<file path="src/sv/ffpa_pkg.sv">
// ----------------------------------------------------------------------------
// ffpa_pkg
// shared types, codes and sizes of the first-fit partition allocator
// ----------------------------------------------------------------------------
package ffpa_pkg;

    localparam int MAX_PARTITIONS = 16;
    localparam int SIZE_BITS      = 16;
    localparam int SLOT_BITS      = (MAX_PARTITIONS > 1) ? $clog2(MAX_PARTITIONS) : 1;
    localparam int PIU_BITS       = 5;
    localparam int QUEUE_DEPTH    = 2;
    localparam int QPTR_BITS      = $clog2(QUEUE_DEPTH);
    localparam int QCNT_BITS      = $clog2(QUEUE_DEPTH + 1);

    // command codes on the input channel
    localparam logic CMD_LOAD  = 1'b0;
    localparam logic CMD_ALLOC = 1'b1;

    typedef enum logic {
        OP_LOAD  = 1'b0,
        OP_ALLOC = 1'b1
    } op_t;

    typedef enum logic [1:0] {
        OUTCOME_RUN    = 2'd0,
        OUTCOME_WAIT   = 2'd1,
        OUTCOME_LOADED = 2'd2
    } outcome_t;

    // classified transaction handed from front to back
    typedef struct packed {
        op_t                  op;
        logic                 load_ok;
        logic [3:0]           slot;
        logic [SIZE_BITS-1:0] amount;
    } item_t;

endpackage

</file>
<file path="src/sv/ffpa_front.sv">
// ----------------------------------------------------------------------------
// ffpa_front
// accepts input transactions, classifies them and queues them for the back end
// ----------------------------------------------------------------------------
module ffpa_front (
    input  logic                 clk,
    input  logic                 rst_n,
    input  logic                 in_valid,
    output logic                 in_stall,
    input  logic                 command,
    input  logic [3:0]           slot_index,
    input  logic [15:0]          amount_kb,
    output logic                 q_valid,
    output ffpa_pkg::item_t      q_item,
    input  logic                 q_pop
);
    import ffpa_pkg::*;

    item_t                slots_reg [QUEUE_DEPTH];
    logic [QPTR_BITS-1:0] wr_ptr_reg;
    logic [QPTR_BITS-1:0] wr_ptr_next;
    logic [QPTR_BITS-1:0] rd_ptr_reg;
    logic [QPTR_BITS-1:0] rd_ptr_next;
    logic [QCNT_BITS-1:0] count_reg;
    logic [QCNT_BITS-1:0] count_next;
    logic                 push;
    item_t                classified;

    // decode and range check
    always_comb
    begin
        classified.op      = (command == CMD_ALLOC) ? OP_ALLOC : OP_LOAD;
        classified.load_ok = (32'(slot_index) < MAX_PARTITIONS);
        classified.slot    = slot_index;
        classified.amount  = SIZE_BITS'(amount_kb);
    end

    assign in_stall = (count_reg == QCNT_BITS'(QUEUE_DEPTH));
    assign push     = in_valid && !in_stall;
    assign q_valid  = (count_reg != '0);
    assign q_item   = slots_reg[rd_ptr_reg];

    always_comb
    begin
        wr_ptr_next = wr_ptr_reg;
        rd_ptr_next = rd_ptr_reg;
        count_next  = count_reg;
        if (push)
        begin
            wr_ptr_next = (32'(wr_ptr_reg) == QUEUE_DEPTH - 1) ? '0 : wr_ptr_reg + 1'b1;
        end
        if (q_pop)
        begin
            rd_ptr_next = (32'(rd_ptr_reg) == QUEUE_DEPTH - 1) ? '0 : rd_ptr_reg + 1'b1;
        end
        case ({push, q_pop})
            2'b10:   count_next = count_reg + 1'b1;
            2'b01:   count_next = count_reg - 1'b1;
            default: count_next = count_reg;
        endcase
    end

    always_ff @(posedge clk or negedge rst_n)
    begin
        if (!rst_n)
        begin
            wr_ptr_reg <= '0;
            rd_ptr_reg <= '0;
            count_reg  <= '0;
        end
        else
        begin
            wr_ptr_reg <= wr_ptr_next;
            rd_ptr_reg <= rd_ptr_next;
            count_reg  <= count_next;
        end
    end

    always_ff @(posedge clk)
    begin
        if (push)
        begin
            slots_reg[wr_ptr_reg] <= classified;
        end
    end

endmodule

</file>
<file path="src/sv/ffpa_back.sv">
// ----------------------------------------------------------------------------
// ffpa_back
// free-space table, first-fit search and result register
// ----------------------------------------------------------------------------
module ffpa_back (
    input  logic                 clk,
    input  logic                 rst_n,
    input  logic                 cfg_wr_en,
    input  logic [4:0]           cfg_wr_data,
    input  logic                 q_valid,
    input  ffpa_pkg::item_t      q_item,
    output logic                 q_pop,
    output logic                 out_valid,
    input  logic                 out_stall,
    output logic [1:0]           outcome,
    output logic [3:0]           granted_slot,
    output logic [15:0]          space_left_kb
);
    import ffpa_pkg::*;

    logic [SIZE_BITS-1:0] free_reg [MAX_PARTITIONS];
    logic [PIU_BITS-1:0]  piu_reg;
    logic                 out_valid_reg;
    logic                 out_valid_next;
    outcome_t             outcome_reg;
    outcome_t             outcome_next;
    logic [SLOT_BITS-1:0] granted_reg;
    logic [SLOT_BITS-1:0] granted_next;
    logic [SIZE_BITS-1:0] left_reg;
    logic [SIZE_BITS-1:0] left_next;

    logic [MAX_PARTITIONS-1:0] fit;
    logic                      hit;
    logic [SLOT_BITS-1:0]      hit_idx;
    logic [SIZE_BITS-1:0]      hit_left;
    logic [SLOT_BITS-1:0]      load_idx;
    logic                      do_load;
    logic                      do_alloc;

    // result register frees up when empty or being taken
    assign q_pop = q_valid && (!out_valid_reg || !out_stall);

    // parallel compare, masked to the searched partitions
    always_comb
    begin
        for (int j = 0; j < MAX_PARTITIONS; j++)
        begin
            fit[j] = (32'(piu_reg) > j) && (q_item.amount <= free_reg[j]);
        end
    end

    // lowest-numbered fitting partition wins
    always_comb
    begin
        hit     = 1'b0;
        hit_idx = '0;
        for (int j = MAX_PARTITIONS - 1; j >= 0; j--)
        begin
            if (fit[j])
            begin
                hit     = 1'b1;
                hit_idx = SLOT_BITS'(j);
            end
        end
    end

    assign hit_left = free_reg[hit_idx] - q_item.amount;
    assign load_idx = SLOT_BITS'(q_item.slot);
    assign do_load  = q_pop && (q_item.op == OP_LOAD) && q_item.load_ok;
    assign do_alloc = q_pop && (q_item.op == OP_ALLOC) && hit;

    always_comb
    begin
        out_valid_next = out_valid_reg;
        outcome_next   = outcome_reg;
        granted_next   = granted_reg;
        left_next      = left_reg;
        if (out_valid_reg && !out_stall)
        begin
            out_valid_next = 1'b0;
        end
        if (q_pop)
        begin
            out_valid_next = 1'b1;
            case (q_item.op)
                OP_LOAD:
                begin
                    outcome_next = OUTCOME_LOADED;
                    granted_next = '0;
                    left_next    = '0;
                end
                OP_ALLOC:
                begin
                    outcome_next = hit ? OUTCOME_RUN : OUTCOME_WAIT;
                    granted_next = hit ? hit_idx : '0;
                    left_next    = hit ? hit_left : '0;
                end
                default:
                begin
                    outcome_next = OUTCOME_WAIT;
                    granted_next = '0;
                    left_next    = '0;
                end
            endcase
        end
    end

    always_ff @(posedge clk or negedge rst_n)
    begin
        if (!rst_n)
        begin
            out_valid_reg <= 1'b0;
            piu_reg       <= '0;
        end
        else
        begin
            out_valid_reg <= out_valid_next;
            if (cfg_wr_en)
            begin
                piu_reg <= cfg_wr_data;
            end
        end
    end

    always_ff @(posedge clk)
    begin
        outcome_reg <= outcome_next;
        granted_reg <= granted_next;
        left_reg    <= left_next;
        if (do_load)
        begin
            free_reg[load_idx] <= q_item.amount;
        end
        else if (do_alloc)
        begin
            free_reg[hit_idx] <= hit_left;
        end
    end

    assign out_valid     = out_valid_reg;
    assign outcome       = outcome_reg;
    assign granted_slot  = 4'(granted_reg);
    assign space_left_kb = 16'(left_reg);

endmodule

</file>
<file path="src/sv/first_fit_partition_allocator.sv">
// ----------------------------------------------------------------------------
// first_fit_partition_allocator
// first-fit allocation over a table of per-partition free space
// ----------------------------------------------------------------------------
//
//   channel  direction  handshake            payload
//   in       input      in_valid / in_stall   command, slot_index, amount_kb
//   out      output     out_valid / out_stall outcome, granted_slot, space_left_kb
//   cfg      input      cfg_wr_en             cfg_wr_data (partitions_in_use)
//
// one transaction per cycle sustained while out_stall is low; an accepted
// transaction goes into the queue at the accept edge, then into the result register
// once that is free; the throughput is set by the parallel compare and table update
// reset clears queue pointers, result valid and partitions_in_use; the free
// space table is not reset and must be loaded before an entry is searched
// a stalled output keeps its result; the two-entry queue absorbs input until
// full, then in_stall rises
//
module first_fit_partition_allocator (
    input  logic        clk,
    input  logic        rst_n,
    input  logic        cfg_wr_en,
    input  logic [4:0]  cfg_wr_data,
    input  logic        in_valid,
    output logic        in_stall,
    input  logic        command,
    input  logic [3:0]  slot_index,
    input  logic [15:0] amount_kb,
    output logic        out_valid,
    input  logic        out_stall,
    output logic [1:0]  outcome,
    output logic [3:0]  granted_slot,
    output logic [15:0] space_left_kb
);
    import ffpa_pkg::*;

    // front to back queue interface
    logic  q_valid;
    logic  q_pop;
    item_t q_item;

    // accept and classify, buffer in a short queue
    ffpa_front u_front (
        .clk        (clk),
        .rst_n      (rst_n),
        .in_valid   (in_valid),
        .in_stall   (in_stall),
        .command    (command),
        .slot_index (slot_index),
        .amount_kb  (amount_kb),
        .q_valid    (q_valid),
        .q_item     (q_item),
        .q_pop      (q_pop)
    );

    // table, first-fit search and registered result
    ffpa_back u_back (
        .clk           (clk),
        .rst_n         (rst_n),
        .cfg_wr_en     (cfg_wr_en),
        .cfg_wr_data   (cfg_wr_data),
        .q_valid       (q_valid),
        .q_item        (q_item),
        .q_pop         (q_pop),
        .out_valid     (out_valid),
        .out_stall     (out_stall),
        .outcome       (outcome),
        .granted_slot  (granted_slot),
        .space_left_kb (space_left_kb)
    );

endmodule

</file>
<file path="config.mk">
export PLATFORM = sky130hd
export DESIGN_NAME = first_fit_partition_allocator
export DESIGN_NICKNAME = d
export VERILOG_FILES = /design/src/sv/ffpa_pkg.sv /design/src/sv/ffpa_front.sv /design/src/sv/ffpa_back.sv /design/src/sv/first_fit_partition_allocator.sv
export SDC_FILE = /design/constraint.sdc
export NUM_CORES = 1
export LEC_CHECK = 0
export ABC_AREA = 1
export BUFFER_PORTS_ARGS = -buffer_cell sky130_fd_sc_hd__buf_4
export CORE_MARGIN = 2
export CORE_UTILIZATION = 25
export DETAILED_ROUTE_END_ITERATION = 12
export PLACE_DENSITY = 0.46
export SLEW_MARGIN = 25
export SYNTH_ARGS = -nofsm -noshare
export SYNTH_HDL_FRONTEND = slang
export SYNTH_SLANG_ARGS = --single-unit
</file>
<file path="constraint.sdc">
create_clock -name clk -period 7.6 [get_ports clk]
set_clock_uncertainty 0.15 [all_clocks]
set_input_delay 0.38 -clock clk [delete_from_list [all_inputs] [get_ports clk]]
set_output_delay 0.38 -clock clk [all_outputs]
set_load 0.1 [all_outputs]
</file>
# After elaboration in Yosys (flattened, before gate mapping)
# Memory sizes are Yosys's and may differ from the RTL's.
# Cells that the tools add are included.
totals:
  mem_bits_rw: 298
  reg_bits: 32
  input_bits: 31
  output_inout_bits: 24
  memories: 2
classes:
  magnitude_cmp: 32
  mux: 54
  addsub: 5
  eq_ne: 3
  n_reduce_logical: 31
  n_bitwise: 1
memory_table:
  columns: ["memory", "depth", "word_bits", "read_ports", "rd_ports_with_merged_regs", "write_ports", "line", "text"]
  rows:
  - ["u_back.free_reg", 16, 16, 17, 0, 1, "ffpa_back.sv:21", "logic [SIZE_BITS-1:0] free_reg [MAX_PARTITIONS];"]
  - ["u_front.slots_reg", 2, 21, 1, 0, 1, "ffpa_front.sv:19", "item_t slots_reg [QUEUE_DEPTH];"]
ops:
  columns: ["cell", "count"]
  rows:
  - ["16-bit <= comparator", 16]
  - ["4-bit 2-to-1 mux", 18]
  - ["5-bit by 4-bit > comparator with 1-bit output, second input constant", 8]
  - ["16-bit 2-to-1 mux", 2]
  - ["16-bit one-hot mux with 2 select lines", 1]
  - ["1-bit 2-to-1 mux", 30]
  - ["1-bit logical AND", 22]
  - ["5-bit by 3-bit > comparator with 1-bit output, second input constant", 4]
  - ["16-bit OR reduction", 1]
  - ["16-bit subtractor", 1]
  - ["5-bit by 1-bit > comparator with 1-bit output, second input constant", 2]
  - ["5-bit by 2-bit > comparator with 1-bit output, second input constant", 2]
  - ["2-bit one-hot mux with 2 select lines", 2]
  - ["4-bit one-hot mux with 2 select lines", 1]
  - ["2-bit nonzero test", 3]
  - ["2-bit == test, second input constant", 2]
  - ["1-bit logical NOT", 3]
  - ["1-bit adder, second input constant", 2]
  - ["2-bit by 1-bit adder with 2-bit output, second input constant", 1]
  - ["2-bit by 1-bit == test with 1-bit output, second input constant", 1]
  - ["2-bit by 1-bit subtractor with 2-bit output, second input constant", 1]
  - ["1-bit logical AND, second input constant", 1]
  - ["1-bit logical OR", 1]
  - ["1-bit NOT", 1]

# Depth between registers and ports, before layout
# Gate-level depths: netlist of the first run.
# An unclocked memory read counts as a cell.
depth:
  ltp_word: 25
  depth_mapped: 56

# By module
# A second synthesis of the first run with hierarchy kept.
hier_totals:
  hier_cells: 2138
  area_unflattened_um2: 20678.6
by_module_without_submodules:
  columns: ["mod", "cells_each", "seq_area_each_um2", "n_inst", "area_per_inst_um2"]
  rows:
  - ["ffpa_back", 1999, 8498.2, 1, 18880.6]
  - ["ffpa_front", 139, 1361.3, 1, 1798.0]

# Worst setup path after synthesis of the first run
# Ideal clock, no wire load.
synth_path:
  path_kind: "reg2reg"
  from: "reg u_front.rd_ptr_reg"
  to: "mem u_back.free_reg[0][14], data pin"
  t_required_ps: 7120
  path_stages_with_launch: 44
  arrival_ps: 6759
  setup_slack_ps: 361
  period_less_slack_ps: 7239
  path_cell_list: "dfrtp_1 > clkbuf_1 > o21ai_0 > ha_1 > inv_1 > a21oi_1 > o21ai_0 > nand2_1 > o211ai_1 > nand2_1 > nand3_1 > nand2_1 > o21ai_0 > nand2_1 > a31oi_1 > nor2_1 > o211ai_1 > nand2_1 > (+8 left out) > ha_1 > fa_1 > o21ai_0 > a21oi_1 > o21bai_1 > a21oi_1 > o21bai_1 > a21oi_1 > o21bai_1 > nand2_1 > nand2_1 > a21oi_1 > inv_1 > a21oi_1 > nor2_1 > nor2_1 > xor2_1 > o21ai_0"
synth_between:
  elab_chain_len: 25
  word_cells_on_any_way: 77
  cone_classes: "add/sub: 1; order compare: 16; mux: 36; bitwise: 1; reduce/logical: 21; memory: 2"
synth_lines:
  columns: ["item", "line", "text"]
  rows:
  - ["start: declaration", "ffpa_front.sv:22", "logic [QPTR_BITS-1:0] rd_ptr_reg;"]
  - ["start signal: assignment", "ffpa_front.sv:74", "rd_ptr_reg <= rd_ptr_next;"]
  - ["memory 2 x 21 bit (*)", null, null]
  - ["parallel branches: the longest is 23 deep, another holds 16-bit <= comparator", null, null]
  - ["16-bit 2-to-1 mux (no source line) (*)", null, null]
  - ["end: declaration", "ffpa_back.sv:21", null]
# Every way passes the cells marked *.

# Worst setup path in the final report of the first run
layout_path:
  from: "reg u_front.rd_ptr_reg"
  to: "mem u_back.free_reg[12][14], data pin"
# The elaborated chain is that of the path after synthesis.

==> flow_metrics.py, run 1 <==
metrics = {
    "worst_setup_path": {
        "r2r-start": "u_front.rd_ptr_reg",
        "cp_top_family": "simple AND/OR/NAND/NOR gates",
        "cp.arrival_ns": 7.25,
        "cp-end-kind": "flop",
        "r2r_setup_slack_ns": 0.53,
        "rr_worst_depth": 49,
        "required_ns": 7.78,
        "crit_type": "reg2reg",
        "slowest_stage": "dfrtp_1",
        "timing.rr.end": "u_back.free_reg[12][14]",
        "cp_max_fo": 16,
        "cp_num_buf_inv": 10,
        "cp_common_cell": "nand2_1",
        "crit_path_start_kind": "flop",
        "cpPeakStageDelay_ns": 0.40,
    },
    "logic_synthesis": {
        "avgSynthCellArea_um2": 9.67,
        "synth_top_area_cell": "edfxtp_1",
        "yosys_warnings": 0,
        "synth_most_common_cell": "inv_1",
        "synth.distinct_cells": 51,
        "synth_top_area_share_pct": 46.9,
        "synthTopCellsByArea": "edfxtp_1 (47%), ha_1 (17%), inv_1 (6.4%)",
        "async_flop_share_pct": 3.03,
        "synth-edff-count": 320,
        "synthTopCellsByCount": "inv_1 (350), nand2_1 (328), edfxtp_1 (320), ha_1 (272), a21oi_1 (171)",
        "ys.flop_type": "edfxtp_1",
        "syn-num-nets": 2424,
        "synth-seq-cells": 330,
        "syn_area_um2": 20500,
        "synthCells": 2120,
        "seq_area_frac_synth_pct": 48.1,
    },
    "sta": {
        "tightest_slew_ns": 0.892,
        "relSlewSlack_pct": 39.9,
        "setup_viol": 0,
        "period_share_pct": 93.0,
        "fmax_mhz": 141,
        "min_period_ns": 7.07,
        "hold_viol_final": 0,
        "drv_slew": 0,
        "worst_slack_ns": 0.531,
    },
    "layout": {
        "synthToLayoutAreaGrowth_pct": 27.5,
        "final_nets": 2683,
        "fin_util_pct": 32.1,
        "seq_area_um2": 9860,
        "fill_cells": 8319,
        "antennaDiodeCount": 0,
        "design_area_um2": 26200,
        "multi_input_area_um2": 9720,
        "drive_above_1_share_pct": 18.8,
        "largest_reg_flops": 256,
    },
    "clocking": {
        "tritoncts": "built",
        "clk_pin_slew_ns": 0.06,
        "clockBufferDepth": 3,
        "insertion_delay_ns": 0.59,
        "cts_buffers": 40,
        "clock_sinks": 330,
        "h-tree-depth": 2,
        "clock-root-buffer": "clkbuf_16",
    },
    "route": {
        "finalWirelength_mm": 71.4,
        "vias": 16500,
        "initialDrtViolationCount": 1256,
        "drtAntennaViolNets": 0,
        "routedWlPerCell_um": 20.5,
        "drc": 0,
        "viasPerCell": 4.73,
        "firstDrtPassIters": 5,
    },
    "grt": {
        "grt_max_degree": 80,
        "grt_pass1_vias": 16200,
        "antenna_found_initial": 1,
        "grt_pass1_wl_mm": 102,
        "overflow": 0,
        "grt.total_usage_pct": 16.2,
    },
    "flow_run": {
        "drv_cap": 0,
    },
    "min_path": {
        "hold_path.class": "in2async",
    },
    "placed_design": {
        "place_ws_ns": -0.0636,
        "place.gp.congestion": 0.884,
        "dp_hpwl_mm": 51.5,
        "io_buffers": 54,
        "placedInstanceArea_um2": 23300,
    },
    "floorplan": {
        "die_x_um": 290,
        "dieArea_um2": 84300,
        "core_area_um2": 81600,
        "die_h_um": 290,
        "initial_core_util_pct": 25.1,
        "fp-row-count": 105,
        "ios": 55,
    },
    "outcome": {
        "status": "finished clean",
    },
}
-- logic make-up (layout without fill, tap and decap cells) --
group	count (synthesis)	after routing	synth area share (%)
adder cells (fa/ha/maj)	273	273	16.7
flip-flops	330	330	48.1
AND/OR/NAND/NOR	643	646	13.6
buffers and inverters	413	698	8.29
XOR/XNOR	17	17	0.726
AO/OA/AOI/OAI	444	445	12.6
-- metal layers --
metal / GRT usage (%) / share of wire [%]
met5: 0 / 0
met4: 5.11 / 2.6
met3: 2.16 / 4.8
met2: 26.7 / 47
met1: 22.1 / 46
-- worst max-delay path by stage --
stage | cells past startpoint | start | slack (ns) | end
floorplan | 43 | u_front.rd_ptr_reg | 0.36 | u_back.free_reg[0][14]
finish | 49 | u_front.rd_ptr_reg | 0.53 | u_back.free_reg[12][14]
CTS | 52 | u_front.rd_ptr_reg | 0.004 | u_back.free_reg[10][15]
detailed placement | 47 | u_front.rd_ptr_reg | -0.06 | u_back.free_reg[11][15]
global route | 50 | u_front.rd_ptr_reg | -0.11 | u_back.free_reg[9][14]
global placement | 50 | u_front.rd_ptr_reg | -0.06 | u_back.free_reg[4][14]
-- through the flow --
step / setup TNS, ns / cells / hold WS [ns]
CTS: 0 / 3448 / 0.0326
finish: 0 / 3479 / 0.0634
floorplan: 0 / 2120 / -0.0656
global placement: -1.03 / 3341 / 0.0930
global route: -1.53 / 3479 / 0.0753
detailed placement: -1.92 / 3341 / 0.0961
-- layout make-up --
class,count,share of cell area [%]
clock buffer,45,3.98
clock inverter,27,1.23
inverter,356,5.14
multi-input combinational,1381,37.2
sequential,330,37.7
tap,1070,5.12
timing repair buffer,269,9.65
timing repair inverter,1,0.0287
-- worst register-to-register path, delay by kind of cell, from the launching register on --
family	cells	cell delay, ns
adders and majority gates	2	0.51
DFF	1	0.40
AOI/OAI and AO/OA	15	2.06
buffers and inverters	10	1.27
xor gates and xnor gates	1	0.22
and+or+nand+nor	21	2.22
-- what timing repair did --
item | 4_1_cts | 5_1_grt
setup endpoints to repair | 48 | 102
gates resized for setup | 5 | 166
hold endpoints to repair | 58 | 0
hold buffers | 35 | 0
buffers inserted | 0 | 20
cloned | 0 | 11
pin swaps | 0 | 52
-- layout by cell type, fill, tap and decap left out, types with 24 or more instances in the layout --
cell type      count
o21ai_0           60
nand2_1          315
o21ai_1           65
nand4_1           26
nor2_1            93
buf_12            24
dlygate4sd3_1     35
inv_1            338
nand3_1          126
ha_1             251
clkbuf_16         46
edfxtp_1         320
a21oi_1          155
buf_4            197
o211ai_1          68
Power of run 1 is not shown: default switching activity piles up to over one toggle a cycle in this logic, so the estimate is an artifact.
==> inputs of run 2 (changes only) <==
--- a/config.mk
+++ b/config.mk
@@ -8,9 +8,9 @@
 export ABC_AREA = 1
 export BUFFER_PORTS_ARGS = -buffer_cell sky130_fd_sc_hd__buf_4
 export CORE_MARGIN = 2
-export CORE_UTILIZATION = 25
+export CORE_UTILIZATION = 50
 export DETAILED_ROUTE_END_ITERATION = 12
-export PLACE_DENSITY = 0.46
+export PLACE_DENSITY = 0.75
 export SLEW_MARGIN = 25
 export SYNTH_ARGS = -nofsm -noshare
 export SYNTH_HDL_FRONTEND = slang
==> run 2 against run 1 <==
Fmax down 5.9%; die area decreased by 49%; global-route usage up 13 points; largest cell class unchanged.
==> flow_metrics.py, run 2 (synthesis results as in run 1) <==
metrics = {
    "outcome": {
        "status": "finished clean",
    },
    "floorplan": {
        "core_area_um2": 40600,
        "initial_core_util_pct": 50.5,
        "fp-row-count": 74,
        "die_x_um": 207,
        "ios": 55,
        "die_h_um": 207,
        "dieArea_um2": 42700,
    },
    "layout": {
        "design_area_um2": 24300,
        "drive_above_1_share_pct": 15.5,
        "final_nets": 2650,
        "antennaDiodeCount": 0,
        "largest_reg_flops": 256,
        "fin_util_pct": 59.8,
        "final_cell_mix": "inv_1 (336), edfxtp_1 (320), nand2_1 (319)",
        "synthToLayoutAreaGrowth_pct": 18.6,
        "final_common_cell": "inv_1",
    },
    "clocking": {
        "clock-root-buffer": "clkbuf_16",
        "insertion_delay_ns": 0.56,
        "clk_pin_slew_ns": 0.06,
        "clockBufferDepth": 3,
        "clock_sinks": 330,
        "cts_buffers": 37,
        "tritoncts": "built",
        "h-tree-depth": 2,
    },
    "route": {
        "drc": 0,
        "routedWlPerCell_um": 21.9,
        "firstDrtPassIters": 6,
        "drtAntennaViolNets": 0,
        "vias": 16900,
        "finalWirelength_mm": 63.7,
        "initialDrtViolationCount": 1774,
        "viasPerCell": 5.82,
    },
    "worst_setup_path": {
        "crit_type": "reg2reg",
        "required_ns": 7.74,
        "r2r-start": "u_front.rd_ptr_reg",
        "timing.rr.end": "u_back.free_reg[8][15]",
        "slowest_stage": "dfrtp_1",
        "cp.arrival_ns": 7.65,
        "crit_end": "u_back.free_reg[8][15]",
        "crit_start": "u_front.rd_ptr_reg",
        "cp_common_cell": "nand2_1",
        "cp-end-kind": "flop",
        "r2r_setup_slack_ns": 0.08,
        "crit_path_start_kind": "flop",
        "cpPeakStageDelay_ns": 0.37,
        "cp_max_fo": 16,
        "rr_worst_depth": 46,
    },
    "grt": {
        "antenna_found_initial": 0,
        "overflow": 0,
        "grt_max_degree": 93,
        "grt_pass1_vias": 16300,
        "grt.total_usage_pct": 29.4,
        "grt_pass1_wl_mm": 93.3,
    },
    "placed_design": {
        "io_buffers": 54,
        "placedInstanceArea_um2": 22200,
        "dp_hpwl_mm": 46.3,
        "place.gp.congestion": 0.995,
    },
    "sta": {
        "drv_slew": 0,
        "min_period_ns": 7.52,
        "tightest_slew_ns": 0.953,
        "period_share_pct": 98.9,
        "relSlewSlack_pct": 36.4,
        "setup_viol": 0,
        "fmax_mhz": 133,
        "hold_viol_final": 0,
    },
    "min_path": {
        "hold_path.class": "in2async",
    },
    "flow_run": {
        "drv_cap": 0,
    },
}
[run 2: cell count changes in the layout (fill, tap and decap cells not counted), sizes merged, moves of 3 or more]
cell	delta
clkbuf	+3
nand2	-3
buf	-26
bufinv	-5
clkinv	-6
dlygate4sd3	+3
[run 2: layout make-up]
type / instances / area [um^2]
clock buffer: 52 / 1000
inverter: 356 / 1350
clock inverter: 14 / 133
multi-input combinational: 1377 / 9260
sequential: 330 / 9860
timing repair buffer: 242 / 2040
fill: 3309 / 16300
timing repair inverter: 2 / 12.5
tap: 532 / 666
[run 2: worst min-delay path by stage]
stage                          to  slack (ns)  cells past startpoint
2_1_floorplan    u_back.out_valid       -0.07                      0
3_3_place_gp     u_back.out_valid        0.09                      1
3_5_place_dp   u_front.wr_ptr_reg        0.09                      1
4_1_cts        u_front.wr_ptr_reg        0.05                      2
5_1_grt          u_back.out_valid         0.1                      2
6_report        u_back.piu_reg[3]        0.09                      2
[run 2: timing repair]
action	CTS	global route
gates resized for setup	11	94
pin swaps	0	26
buffers inserted	0	30
endpoints found under the setup margin	49	116
hold buffers	38	0
hold endpoints to repair	58	0
cloned	0	3
[run 2: per-stage QoR]
stage / setup WS (ns) / hold slack [ns] / TNS, ns / std cells
2_1_floorplan: 0.361 / -0.0656 / 0 / 2120
6_report: 0.0843 / 0.0944 / 0 / 2905
4_1_cts: 0.0312 / 0.0538 / 0 / 2874
3_3_place_gp: -0.396 / 0.0924 / -8.57 / 2770
5_1_grt: -0.158 / 0.0978 / -5.76 / 2905
3_5_place_dp: -0.498 / 0.0939 / -12.76 / 2770
[run 2: layer usage]
layer,wire length [um],global-route usage (%)
met5,0,0
met4,3090,14.1
met3,5640,3.99
met2,29400,47.0
met1,25600,39.5
[run 2: worst max-delay path: cells and delay by family, from the launching register on]
kind | cells | cell delay [ns]
compound gates | 13 | 2.31
simple gates | 20 | 2.30
buf+inv | 10 | 1.39
fa+ha+maj | 2 | 0.56
flops | 1 | 0.37
xor+xnor | 1 | 0.17
Power of run 2 is left out for the same reason.
==> inputs of run 3 (changes only) <==
--- a/config.mk
+++ b/config.mk
@@ -8,9 +8,10 @@
 export ABC_AREA = 1
 export BUFFER_PORTS_ARGS = -buffer_cell sky130_fd_sc_hd__buf_4
 export CORE_MARGIN = 2
-export CORE_UTILIZATION = 50
+export CORE_UTILIZATION = 58
 export DETAILED_ROUTE_END_ITERATION = 12
-export PLACE_DENSITY = 0.75
+export PLACE_DENSITY = 0.85
+export SKIP_CTS_REPAIR_TIMING = 1
 export SLEW_MARGIN = 25
 export SYNTH_ARGS = -nofsm -noshare
 export SYNTH_HDL_FRONTEND = slang
==> run 3 against run 2 <==
Non-clock buffer count is 2 higher; register-to-register slack got worse by 0.06 ns; cell area increased by 0.13%; first-iteration DRC count up 17%; clock-buffer cell count did not move; setup slack lost 0.060 ns; utilization up 10 points; final cell count is 2.4% lower; critical path type unchanged; largest cell class unchanged.
==> flow_metrics.py, run 3 (synthesis results as in run 1) <==
metrics = {
    "placed_design": {
        "place.gp.congestion": 1.00,
        "dp_hpwl_mm": 44.6,
        "io_buffers": 54,
    },
    "grt": {
        "grt_pass1_wl_mm": 91.2,
        "grt_max_degree": 109,
        "grt.total_usage_pct": 33.0,
        "grt_pass1_vias": 16200,
        "overflow": 0,
        "antenna_found_initial": 0,
    },
    "layout": {
        "drive_above_1_share_pct": 15.8,
        "fin_util_pct": 70.1,
        "largest_reg_flops": 256,
        "fill_cells": 2447,
        "synthToLayoutAreaGrowth_pct": 18.7,
        "final_cell_mix": "inv_1 (339), nand2_1 (324), edfxtp_1 (320)",
        "final_nets": 2655,
        "final_common_cell": "inv_1",
        "antennaDiodeCount": 0,
    },
    "worst_setup_path": {
        "cp_num_buf_inv": 9,
        "cp_max_fo": 17,
        "cpPeakStageDelay_ns": 0.36,
        "cp-end-kind": "flop",
        "cp.arrival_ns": 7.72,
        "crit_path_start_kind": "flop",
        "cp_common_cell": "nand2_1",
        "required_ns": 7.74,
        "crit_type": "reg2reg",
        "slowest_stage": "fa_2",
        "cp_top_family": "simple AND/OR/NAND/NOR gates",
    },
    "route": {
        "viasPerCell": 6.08,
        "drc": 0,
        "finalWirelength_mm": 62.4,
        "vias": 17200,
        "initialDrtViolationCount": 2075,
        "firstDrtPassIters": 6,
        "drtAntennaViolNets": 0,
        "routedWlPerCell_um": 22.0,
    },
    "clocking": {
        "clock-root-buffer": "clkbuf_16",
        "insertion_delay_ns": 0.56,
        "clockBufferDepth": 3,
        "cts_buffers": 38,
        "clk_pin_slew_ns": 0.06,
        "clock_sinks": 330,
        "tritoncts": "built",
        "h-tree-depth": 2,
    },
    "sta": {
        "tightest_slew_ns": 1.06,
        "setup_viol": 0,
        "relSlewSlack_pct": 29.0,
        "period_share_pct": 99.7,
        "drv_slew": 0,
        "min_period_ns": 7.58,
        "hold_viol_final": 0,
        "fmax_mhz": 132,
    },
    "floorplan": {
        "fp-row-count": 68,
        "die_x_um": 192,
        "core_area_um2": 34700,
        "initial_core_util_pct": 59.1,
        "ios": 55,
        "die_h_um": 192,
        "dieArea_um2": 36900,
    },
    "outcome": {
        "status": "finished clean",
    },
    "min_path": {
        "hold_path.class": "in2async",
    },
    "flow_run": {
        "drv_cap": 0,
    },
}
==> run 3: cell types whose count changed in the layout (fill, tap and decap cells not counted), sizes merged <==
cell,change
buf,+9
dlygate4sd3,-6
clkinv,+2
nand2,+2
bufinv,+1
clkbuf,-1
clkinvlp,+1
inv,-1
==> run 3: cell type report <==
cell class	count	area [um^2]	area share, %
sequential	330	9860	40.5
clock buffer	52	1110	4.55
inverter	356	1350	5.52
timing repair inverter	2	15.0	0.0617
clock inverter	17	178	0.730
multi-input combinational	1379	9230	37.9
timing repair buffer	244	2040	8.38
tap	455	569	2.34
==> run 3: final timing paths <==
kind | to | start | cells past startpoint | slack (ns)
worst max-delay path | u_back.free_reg[13][14] | u_front.rd_ptr_reg | 55 | 0.02
worst min-delay path | u_front.count_reg[0] | rst_n | 2 | 0.07
worst max register to register | u_back.free_reg[13][14] | u_front.rd_ptr_reg | 55 | 0.02
worst min register to register | u_back.out_valid | u_back.out_valid | 2 | 0.38
max in group asynchronous | u_back.piu_reg[2] | rst_n | 2 | 7.04
min in group clk | u_front.wr_ptr_reg | in_valid | 3 | 0.15
==> run 3: metal layers <==
| metal | vias up | GRT usage, % | wire (um) |
|---|---|---|---|
| met3 | 260 | 6.10 | 6560 |
| li1 | 7883 | - | - |
| met2 | 1087 | 52.3 | 28300 |
| met5 | - | 0 | 0 |
| met1 | 8008 | 43.6 | 23900 |
| met4 | 0 | 16.9 | 3640 |
==> run 3: worst register-to-register path, delay by kind of cell (launching register included) <==
| kind | cells | cell delay, ns |
|---|---|---|
| DFF | 1 | 0.35 |
| buffers and inverters | 9 | 1.12 |
| adders and majority gates | 3 | 0.92 |
| and+or+nand+nor | 29 | 2.66 |
| AOI/OAI and AO/OA | 13 | 1.88 |
| xor gates and xnor gates | 1 | 0.22 |
==> run 3: metrics by stage <==
stage | hold WS, ns | setup TNS, ns | setup WS, ns | cells | instance area, um^2
floorplan | -0.0656 | 0 | 0.361 | 2120 | 20500
global placement | 0.0855 | -2.06 | -0.129 | 2695 | 22100
detailed placement | 0.0880 | -11.10 | -0.395 | 2695 | 22100
CTS | -0.502 | -14.34 | -0.479 | 2764 | 23400
global route | 0.0746 | -10.82 | -0.240 | 2835 | 24300
finish | 0.0677 | 0 | 0.0243 | 2835 | 24300
Power of run 3 is left out for the same reason.
